--- src/rtl/core/cqkr_pkg.sv ---
package cqkr_pkg;

   // Queue geometry
   localparam int DEPTH        = 16;
   localparam int KEY_BITS     = 32;
   localparam int PAYLOAD_BITS = 64;

   localparam int IDX_BITS   = $clog2(DEPTH);
   localparam int CNT_BITS   = $clog2(DEPTH + 1);
   localparam int ENTRY_BITS = KEY_BITS + PAYLOAD_BITS;

   // Port field widths
   localparam int CMD_BITS      = 3;
   localparam int ID_BITS       = 32;
   localparam int PAY_PORT_BITS = 64;
   localparam int OCC_BITS      = 5;

   typedef logic [IDX_BITS-1:0] idx_type;
   typedef logic [CNT_BITS-1:0] cnt_type;

   typedef enum logic [CMD_BITS-1:0] {
      CMD_ENQUEUE = 3'd0,
      CMD_DEQUEUE = 3'd1,
      CMD_PEEK    = 3'd2,
      CMD_CLEAR   = 3'd3,
      CMD_REMOVE  = 3'd4
   } cmd_type;

   typedef enum logic [1:0] {
      STAT_OK        = 2'd0,
      STAT_EMPTY     = 2'd1,
      STAT_FULL      = 2'd2,
      STAT_NOT_FOUND = 2'd3
   } status_type;

   typedef enum logic [2:0] {
      ST_IDLE,
      ST_EXEC,
      ST_READ,
      ST_SRCH_RD,
      ST_SRCH_CMP,
      ST_SHIFT_RD,
      ST_SHIFT_WR
   } state_type;

   // Entry store access from the sequencer
   typedef struct packed {
      logic                  wr_en;
      idx_type               wr_addr;
      logic [ENTRY_BITS-1:0] wr_data;
      idx_type               rd_addr;
   } ram_req_type;

   // Finished command, valid for the cycle in which done is high
   typedef struct packed {
      logic                    done;
      logic                    ok;
      status_type              status;
      logic [KEY_BITS-1:0]     out_key;
      logic [PAYLOAD_BITS-1:0] out_payload;
   } result_type;

   function automatic idx_type idx_fwd(idx_type i);
      return (i == idx_type'(DEPTH - 1)) ? '0 : i + idx_type'(1);
   endfunction

   function automatic idx_type idx_back(idx_type i);
      return (i == '0) ? idx_type'(DEPTH - 1) : i - idx_type'(1);
   endfunction

endpackage

--- src/rtl/core/cqkr_ram.sv ---
module cqkr_ram #(
   parameter int WIDTH = 8,
   parameter int DEPTH = 16
) (
   input  logic                     clock,
   input  logic                     wr_en,
   input  logic [$clog2(DEPTH)-1:0] wr_addr,
   input  logic [WIDTH-1:0]         wr_data,
   input  logic [$clog2(DEPTH)-1:0] rd_addr,
   output logic [WIDTH-1:0]         rd_data
);

   logic [WIDTH-1:0] mem [DEPTH];
   logic [WIDTH-1:0] rd_data_ff;

   // Write one entry, register the read data
   always_ff @(posedge clock) begin
      if (wr_en) begin
         mem[wr_addr] <= wr_data;
      end
      rd_data_ff <= mem[rd_addr];
   end

   assign rd_data = rd_data_ff;

endmodule

--- src/rtl/core/cqkr_seq.sv ---
module cqkr_seq
   import cqkr_pkg::*;
(
   input  logic                    clock,
   input  logic                    reset,
   input  logic                    start,
   input  logic [CMD_BITS-1:0]     cmd,
   input  logic [KEY_BITS-1:0]     key,
   input  logic [PAYLOAD_BITS-1:0] payload,
   input  logic [ENTRY_BITS-1:0]   rd_data,
   output logic                    busy,
   output ram_req_type             ram_req,
   output result_type              result,
   output cnt_type                 count
);

   state_type state_ff, state_in;
   idx_type   head_ff, head_in;
   idx_type   tail_ff, tail_in;
   cnt_type   count_ff, count_in;
   idx_type   pos_ff, pos_in;
   cnt_type   probe_ff, probe_in;

   logic [CMD_BITS-1:0]     cmd_ff;
   logic [KEY_BITS-1:0]     key_ff;
   logic [PAYLOAD_BITS-1:0] pay_ff;

   logic    accept;
   logic    is_empty;
   logic    is_full;
   logic    key_hit;
   logic    last_probe;
   logic    mid_hit;
   idx_type pos_fwd;

   assign accept     = start && (state_ff == ST_IDLE);
   assign busy       = (state_ff != ST_IDLE);
   assign is_empty   = (count_ff == '0);
   assign is_full    = (count_ff == cnt_type'(DEPTH));
   assign key_hit    = (rd_data[ENTRY_BITS-1 -: KEY_BITS] == key_ff);
   assign last_probe = ((probe_ff + cnt_type'(1)) == count_ff);
   assign mid_hit    = (pos_ff != head_ff) && (pos_ff != tail_ff);
   assign pos_fwd    = idx_fwd(pos_ff);
   assign count      = count_ff;

   // Next state
   always_comb begin
      state_in = state_ff;
      unique case (state_ff)
         ST_IDLE: begin
            if (start) state_in = ST_EXEC;
         end
         ST_EXEC: begin
            unique case (cmd_ff)
               CMD_DEQUEUE, CMD_PEEK: state_in = is_empty ? ST_IDLE : ST_READ;
               CMD_REMOVE:            state_in = is_empty ? ST_IDLE : ST_SRCH_RD;
               default:               state_in = ST_IDLE;
            endcase
         end
         ST_READ:     state_in = ST_IDLE;
         ST_SRCH_RD:  state_in = ST_SRCH_CMP;
         ST_SRCH_CMP: begin
            if (key_hit) begin
               state_in = mid_hit ? ST_SHIFT_RD : ST_IDLE;
            end else begin
               state_in = last_probe ? ST_IDLE : ST_SRCH_RD;
            end
         end
         ST_SHIFT_RD: state_in = ST_SHIFT_WR;
         ST_SHIFT_WR: state_in = (pos_fwd == tail_ff) ? ST_IDLE : ST_SHIFT_RD;
         default:     state_in = ST_IDLE;
      endcase
   end

   // Datapath, store access and result
   always_comb begin
      head_in  = head_ff;
      tail_in  = tail_ff;
      count_in = count_ff;
      pos_in   = pos_ff;
      probe_in = probe_ff;
      ram_req  = '0;
      result   = '0;
      unique case (state_ff)
         ST_IDLE: begin
         end
         ST_EXEC: begin
            unique case (cmd_ff)
               CMD_ENQUEUE: begin
                  result.done = 1'b1;
                  if (is_full) begin
                     result.status = STAT_FULL;
                  end else begin
                     // first entry lands at the tail, later ones one past it
                     if (is_empty) begin
                        head_in = tail_ff;
                        ram_req.wr_addr = tail_ff;
                     end else begin
                        tail_in = idx_fwd(tail_ff);
                        ram_req.wr_addr = idx_fwd(tail_ff);
                     end
                     ram_req.wr_en   = 1'b1;
                     ram_req.wr_data = {key_ff, pay_ff};
                     count_in        = count_ff + cnt_type'(1);
                     result.ok       = 1'b1;
                  end
               end
               CMD_DEQUEUE, CMD_PEEK: begin
                  ram_req.rd_addr = head_ff;
                  if (is_empty) begin
                     result.done   = 1'b1;
                     result.status = STAT_EMPTY;
                  end
               end
               CMD_CLEAR: begin
                  head_in     = '0;
                  tail_in     = '0;
                  count_in    = '0;
                  result.done = 1'b1;
                  result.ok   = 1'b1;
               end
               CMD_REMOVE: begin
                  pos_in   = head_ff;
                  probe_in = '0;
                  if (is_empty) begin
                     result.done   = 1'b1;
                     result.status = STAT_EMPTY;
                  end
               end
               default: begin
                  result.done = 1'b1;
               end
            endcase
         end
         ST_READ: begin
            result.done        = 1'b1;
            result.ok          = 1'b1;
            result.out_key     = rd_data[ENTRY_BITS-1 -: KEY_BITS];
            result.out_payload = rd_data[PAYLOAD_BITS-1:0];
            if (cmd_ff == CMD_DEQUEUE) begin
               if (count_ff == cnt_type'(1)) begin
                  head_in  = '0;
                  tail_in  = '0;
                  count_in = '0;
               end else begin
                  head_in  = idx_fwd(head_ff);
                  count_in = count_ff - cnt_type'(1);
               end
            end
         end
         ST_SRCH_RD: begin
            ram_req.rd_addr = pos_ff;
         end
         ST_SRCH_CMP: begin
            if (key_hit) begin
               priority if ((pos_ff == head_ff) && (pos_ff == tail_ff)) begin
                  head_in     = '0;
                  tail_in     = '0;
                  count_in    = '0;
                  result.done = 1'b1;
                  result.ok   = 1'b1;
               end else if (pos_ff == head_ff) begin
                  head_in     = idx_fwd(head_ff);
                  count_in    = count_ff - cnt_type'(1);
                  result.done = 1'b1;
                  result.ok   = 1'b1;
               end else if (pos_ff == tail_ff) begin
                  tail_in     = idx_back(tail_ff);
                  count_in    = count_ff - cnt_type'(1);
                  result.done = 1'b1;
                  result.ok   = 1'b1;
               end else begin
                  // hit in the middle: close the gap in the shift loop
               end
            end else if (last_probe) begin
               result.done   = 1'b1;
               result.status = STAT_NOT_FOUND;
            end else begin
               pos_in   = pos_fwd;
               probe_in = probe_ff + cnt_type'(1);
            end
         end
         ST_SHIFT_RD: begin
            ram_req.rd_addr = pos_fwd;
         end
         ST_SHIFT_WR: begin
            // move the next entry one slot toward the head
            ram_req.wr_en   = 1'b1;
            ram_req.wr_addr = pos_ff;
            ram_req.wr_data = rd_data;
            pos_in          = pos_fwd;
            if (pos_fwd == tail_ff) begin
               tail_in     = idx_back(tail_ff);
               count_in    = count_ff - cnt_type'(1);
               result.done = 1'b1;
               result.ok   = 1'b1;
            end
         end
         default: begin
         end
      endcase
   end

   // Control registers
   always_ff @(posedge clock) begin
      if (reset) begin
         state_ff <= ST_IDLE;
         head_ff  <= '0;
         tail_ff  <= '0;
         count_ff <= '0;
         pos_ff   <= '0;
         probe_ff <= '0;
      end else begin
         state_ff <= state_in;
         head_ff  <= head_in;
         tail_ff  <= tail_in;
         count_ff <= count_in;
         pos_ff   <= pos_in;
         probe_ff <= probe_in;
      end
   end

   // Hold the command on transfer
   always_ff @(posedge clock) begin
      if (accept) begin
         cmd_ff <= cmd;
         key_ff <= key;
         pay_ff <= payload;
      end
   end

endmodule

--- src/rtl/core/circular_queue_with_key_removal.sv ---
// Circular queue of DEPTH entries (key plus payload) with removal by key.
//
// Command channel: drive req_cmd, req_id and req_payload with start high; the
// transfer happens at the clock edge where start is high and busy is low.
// Commands: enqueue, dequeue, peek, clear, remove first entry matching req_id.
// Result channel: one result per command, on the rsp_ ports for exactly one
// cycle while rsp_valid is high. The receiver cannot stall; a new command may
// be issued in the cycle that carries the previous result.
//
// Steps of each command:
//   enqueue, clear, unknown code: finish in the execute state
//   dequeue, peek: one registered store read of the head entry, none when empty
//   remove: compare entries in turn from the head until a hit or the last one;
//           a hit in the middle shifts each later entry one slot toward the head
// The result is registered onto the rsp_ ports when the command finishes. Each
// compare and each shift step waits on one registered read of the entry store.
//
// Reset (synchronous, active high) empties the queue and drops any command
// in progress; stored entries are not cleared.
module circular_queue_with_key_removal
   import cqkr_pkg::*;
(
   input  logic                     clock,
   input  logic                     reset,
   input  logic                     start,
   output logic                     busy,
   input  logic [CMD_BITS-1:0]      req_cmd,
   input  logic [ID_BITS-1:0]       req_id,
   input  logic [PAY_PORT_BITS-1:0] req_payload,
   output logic                     rsp_valid,
   output logic                     rsp_ok,
   output logic [1:0]               rsp_status,
   output logic [ID_BITS-1:0]       rsp_out_id,
   output logic [PAY_PORT_BITS-1:0] rsp_out_payload,
   output logic [OCC_BITS-1:0]      rsp_occupancy,
   output logic                     rsp_is_empty,
   output logic                     rsp_is_full
);

   ram_req_type           ram_req;
   result_type            result;
   cnt_type               count;
   logic [ENTRY_BITS-1:0] rd_data;

   logic                     rsp_valid_ff;
   logic                     rsp_ok_ff;
   status_type               rsp_status_ff;
   logic [ID_BITS-1:0]       rsp_out_id_ff;
   logic [PAY_PORT_BITS-1:0] rsp_out_payload_ff;

   cqkr_seq u_seq (
      .clock   (clock),
      .reset   (reset),
      .start   (start),
      .cmd     (req_cmd),
      .key     (KEY_BITS'(req_id)),
      .payload (PAYLOAD_BITS'(req_payload)),
      .rd_data (rd_data),
      .busy    (busy),
      .ram_req (ram_req),
      .result  (result),
      .count   (count)
   );

   cqkr_ram #(
      .WIDTH (ENTRY_BITS),
      .DEPTH (DEPTH)
   ) u_store (
      .clock   (clock),
      .wr_en   (ram_req.wr_en),
      .wr_addr (ram_req.wr_addr),
      .wr_data (ram_req.wr_data),
      .rd_addr (ram_req.rd_addr),
      .rd_data (rd_data)
   );

   // Strobe the result for one cycle
   always_ff @(posedge clock) begin
      if (reset) begin
         rsp_valid_ff <= 1'b0;
      end else begin
         rsp_valid_ff <= result.done;
      end
   end

   // Capture result fields
   always_ff @(posedge clock) begin
      if (result.done) begin
         rsp_ok_ff          <= result.ok;
         rsp_status_ff      <= result.status;
         rsp_out_id_ff      <= ID_BITS'(result.out_key);
         rsp_out_payload_ff <= PAY_PORT_BITS'(result.out_payload);
      end
   end

   assign rsp_valid       = rsp_valid_ff;
   assign rsp_ok          = rsp_ok_ff;
   assign rsp_status      = rsp_status_ff;
   assign rsp_out_id      = rsp_out_id_ff;
   assign rsp_out_payload = rsp_out_payload_ff;

   // Occupancy holds its post-command value through the result cycle
   assign rsp_occupancy = OCC_BITS'(count);
   assign rsp_is_empty  = (count == '0);
   assign rsp_is_full   = (count == cnt_type'(DEPTH));

endmodule
--- config.mk ---
export PLATFORM = sky130hd
export DESIGN_NAME = circular_queue_with_key_removal
export DESIGN_NICKNAME = d
export VERILOG_FILES = /design/src/rtl/core/cqkr_pkg.sv /design/src/rtl/core/cqkr_ram.sv /design/src/rtl/core/cqkr_seq.sv /design/src/rtl/core/circular_queue_with_key_removal.sv
export SDC_FILE = /design/constraint.sdc
export NUM_CORES = 2
export LEC_CHECK = 0
export BUFFER_PORTS_ARGS = -buffer_cell sky130_fd_sc_hd__clkbuf_2
export CORE_ASPECT_RATIO = 0.75
export CORE_MARGIN = 2
export CORE_UTILIZATION = 44
export CTS_BUF_LIST = sky130_fd_sc_hd__clkbuf_4 sky130_fd_sc_hd__clkbuf_8
export CTS_CLUSTER_DIAMETER = 100
export DETAILED_ROUTE_END_ITERATION = 8
export PLACE_DENSITY = 0.68
export SLEW_MARGIN = 20
export SYNTH_ARGS = -nofsm -noshare
export SYNTH_HDL_FRONTEND = slang
export SYNTH_SLANG_ARGS = --single-unit
--- constraint.sdc ---
create_clock -name clock -period 11 [get_ports clock]
set_input_delay 2.2 -clock clock [delete_from_list [all_inputs] [get_ports clock]]
set_output_delay 2.2 -clock clock [all_outputs]
set_load 0.03 [all_outputs]
==> impl_metrics.yaml <==
run_status:
  status: "completed"
sta:
  fin_ws_ps: 5690
  tightestPinTransition_ps: 1180
  skew_ps: 78.5
  finalCritPeriodShare_pct: 48.2
  min_period_ps: 5310
  tns_ps: 0
  max_freq_mhz: 188
  rsz0062_at_grt: "false"
  relSlewSlack_pct: 21.5
  hold_ws_ps: 519
  maxSlewViolCount: 0
  setup_viol: 0
  hold_viol: 0
setup_path:
  cp_top_family: "simple AND/OR/NAND/NOR gates"
  crit_top_cell: "buf_4"
  r2r_end: "u_store.mem[0][44]"
  crit_arrival_ps: 5870
  r2r_cells: 6
  crit_path_max_fanout: 50
  timing.rr.start: "u_seq.state_ff[2]"
  max_stage_delay_ps: 770
  rrSetupSlack_ps: 5690
  critical_path_required_ps: 11570
  critPathSlowestCell: "and2_4"
  worstSetupStartpointType: "flop"
  path_class: "flop to flop"
  critPathBufInv: 2
  crit_path_end_kind: "flop"
  crit_chain: "nor2b_1, and2_4, o211ai_1, nor2_4, buf_4, buf_4"
pwr:
  leakage_uw: 0.0283
  power.density_nw_per_um2: 172
  irDropWorstVdd_mv: 0.105
  p_comb_share_pct: 2.3
  clock_power_share_pct: 42.7
  internal_power_uw: 11100
  swShare_pct: 21.1
  seqPwrFrac_pct: 55.1
  power_switching_uw: 2980
grt:
  grt_first_pass_wirelength_um: 271000
  antenna_found_initial: 2
  grt_pass1_vias: 42000
  overflow: 0
  gr-usage-all-layers_pct: 21.4
  grt_max_degree: 206
yosys:
  async_reset_ff_share_pct: 0
  synth_edf_count: 1734
  synth_top_area_cell: "edfxtp_1"
  synthesis.area_sq_um: 72900
  ys_warn_count: 0
  ys_seq_elements: 1856
  synth_flop_cell: "edfxtp_1"
  ys_seq_area_share_pct: 74.8
  synth_top_area_share_pct: 71.5
  syn-num-nets: 5065
  ys_types: 76
  postSynthAreaPerCell_sq_um: 14.7
  synthesis.instances: 4954
  yosys-top-cells-area: "edfxtp_1 (71%), nand2_1 (6.1%), dfxtp_1 (3.4%)"
cells_and_area:
  final_common_cell: "edfxtp_1"
  post-route-util_pct: 49.6
  multiInputGateArea_sq_um: 16700
  fin_nets: 5329
  seq_area_sq_um: 54500
  fillers: 13700
  final_cell_mix: "edfxtp_1 (1734), nand2_1 (1185), and3_1 (385)"
  final_area_sq_um: 81700
  drive_gt1_share_pct: 16.7
  area_delta_synth_final_pct: 12.1
place:
  place.gp.congestion: 0.820
  numPortBuffers: 209
  dp_hpwl_um: 94800
  place_ws_ps: 5680
  dpl_cell_area_sq_um: 75700
clock_tree:
  ctsHtreeMaxLevel: 5
  cts.sink_count: 1856
  ctsRootBufferMaster: "clkbuf_8"
  hold_buffers: 0
  postCtsSetupBuffers: 0
  post_cts_resized: 0
  clk_latency_ps: 1010
  cts_buffers: 304
  cts_tree: "done"
  clk_pin_slew_ps: 60
  cts_buffer_depth: 4
routing:
  ant_nets: 0
  drt-initial-drc-count: 4847
  wl_met1_um: 78100
  met2_length_um: 84800
  highest_layer: "met4"
  wirelength_um: 185000
  wl_per_cell_um: 24.3
  wl_met3_um: 15100
  drtPass1Iterations: 5
  vias_per_cell: 5.70
  vias: 43300
  drc: 0
die:
  placement_rows: 129
  floorplan.die.height_um: 356
  io_pins: 210
  dieArea_sq_um: 169000
  core-area_sq_um: 165000
  start_util_pct: 44.3
  die_x_um: 474
hold_path:
  worstHoldStart: "u_seq.probe_ff[1]"
  min_to: "u_seq.probe_ff[1]"
  worst_hold_path_type: "flop to flop"
  hold_path_depth: 2
flow_run:
  cap_violations: 0
==> cell usage after synthesis, drive strengths merged (5+ instances only) <==
library cell,count
edfxtp,1734
nand2,1187
and3,385
a31oi,198
mux2i,195
buf,163
clkbuf,161
dfxtp,122
a22o,104
and2,102
mux2,97
a221o,96
o32ai,96
nor2,47
xor2,44
o21ai,24
a21oi,20
inv,16
nand3,15
nor3,14
nor4,12
a22oi,11
ha,9
xnor2,9
a211oi,6
nor2b,5
nor4b,5
==> registers in the layout, indices dropped and copies added, names as in the netlist <==
name / cells
rsp_ok: 1
rsp_out_id: 32
rsp_out_payload: 64
rsp_status: 2
rsp_valid: 1
u_seq.cmd_ff: 3
u_seq.count: 5
u_seq.head_ff: 4
u_seq.key_ff: 32
u_seq.pay_ff: 64
u_seq.pos_ff: 4
u_seq.probe_ff: 5
u_seq.state_ff: 3
u_seq.tail_ff: 4
u_store.mem: 1536
u_store.rd_data: 96
==> cell families (layout without fill, tap and decap cells) <==
family,after synthesis,count (layout),share of synthesized area [%]
AOI/OAI and AO/OA,604,604,6.49
xor gates and xnor gates,53,53,0.637
adders and majority gates,9,9,0.155
buffers and inverters,341,824,2.46
DFF,1856,1856,74.8
muxes,292,292,4.18
other,0,2,0
and+or+nand+nor,1799,1799,11.3
==> routing by layer <==
metal | track usage, % | vias up
li1 | - | 19200
met1 | 29.8 | 21700
met2 | 33.0 | 1968
met3 | 4.18 | 372
met4 | 8.66 | 0
met5 | 0 | -
==> power groups by stage <==
stage / clock network [uW] / logic (uW) / registers, uW
floorplan: 0 / 162 / 7930
finish: 6010 / 318 / 7760
detailed placement: 0 / 318 / 7910
CTS: 6120 / 320 / 7770
global route: 6400 / 343 / 7770
global placement: 0 / 314 / 7910
==> worst max path at each step <==
stage	start	to	slack, ps	cells after the start
finish	u_seq.state_ff[2]	u_store.mem[0][44]	5690	6
global route	u_seq.state_ff[0]	u_store.rd_data[21]	5410	9
CTS	u_seq.state_ff[2]	u_store.mem[6][29]	5610	8
detailed placement	u_seq.state_ff[2]	u_store.mem[6][33]	5680	8
global placement	u_seq.state_ff[2]	u_store.mem[6][40]	5750	8
floorplan	u_seq.count[1]	u_store.mem[4][0]	4030	10
==> layout make-up <==
class	count	share of cell area, %
Antenna cell	2	0.00613
Clock buffer	433	6.50
Clock inverter	92	0.830
Inverter	17	0.0781
Multi-Input combinational cell	2757	20.5
Sequential cell	1856	66.7
Tap cell	2161	3.31
Timing Repair Buffer	282	2.07
==> worst reg2reg max path, delay by kind of cell (launching register included) <==
family	cells	cell delay [ps]
flops	1	680
compound gates	1	520
simple gates	3	2080
buf+inv	2	1600
==> stage by stage <==
step	instances	power, uW
3_5_place_dp	7072	8230
4_1_cts	7597	14200
6_report	7600	14100
5_1_grt	7599	14500
3_3_place_gp	7071	8230
2_1_floorplan	4954	8090
No activity file was read; power rests on OpenSTA's default activity.
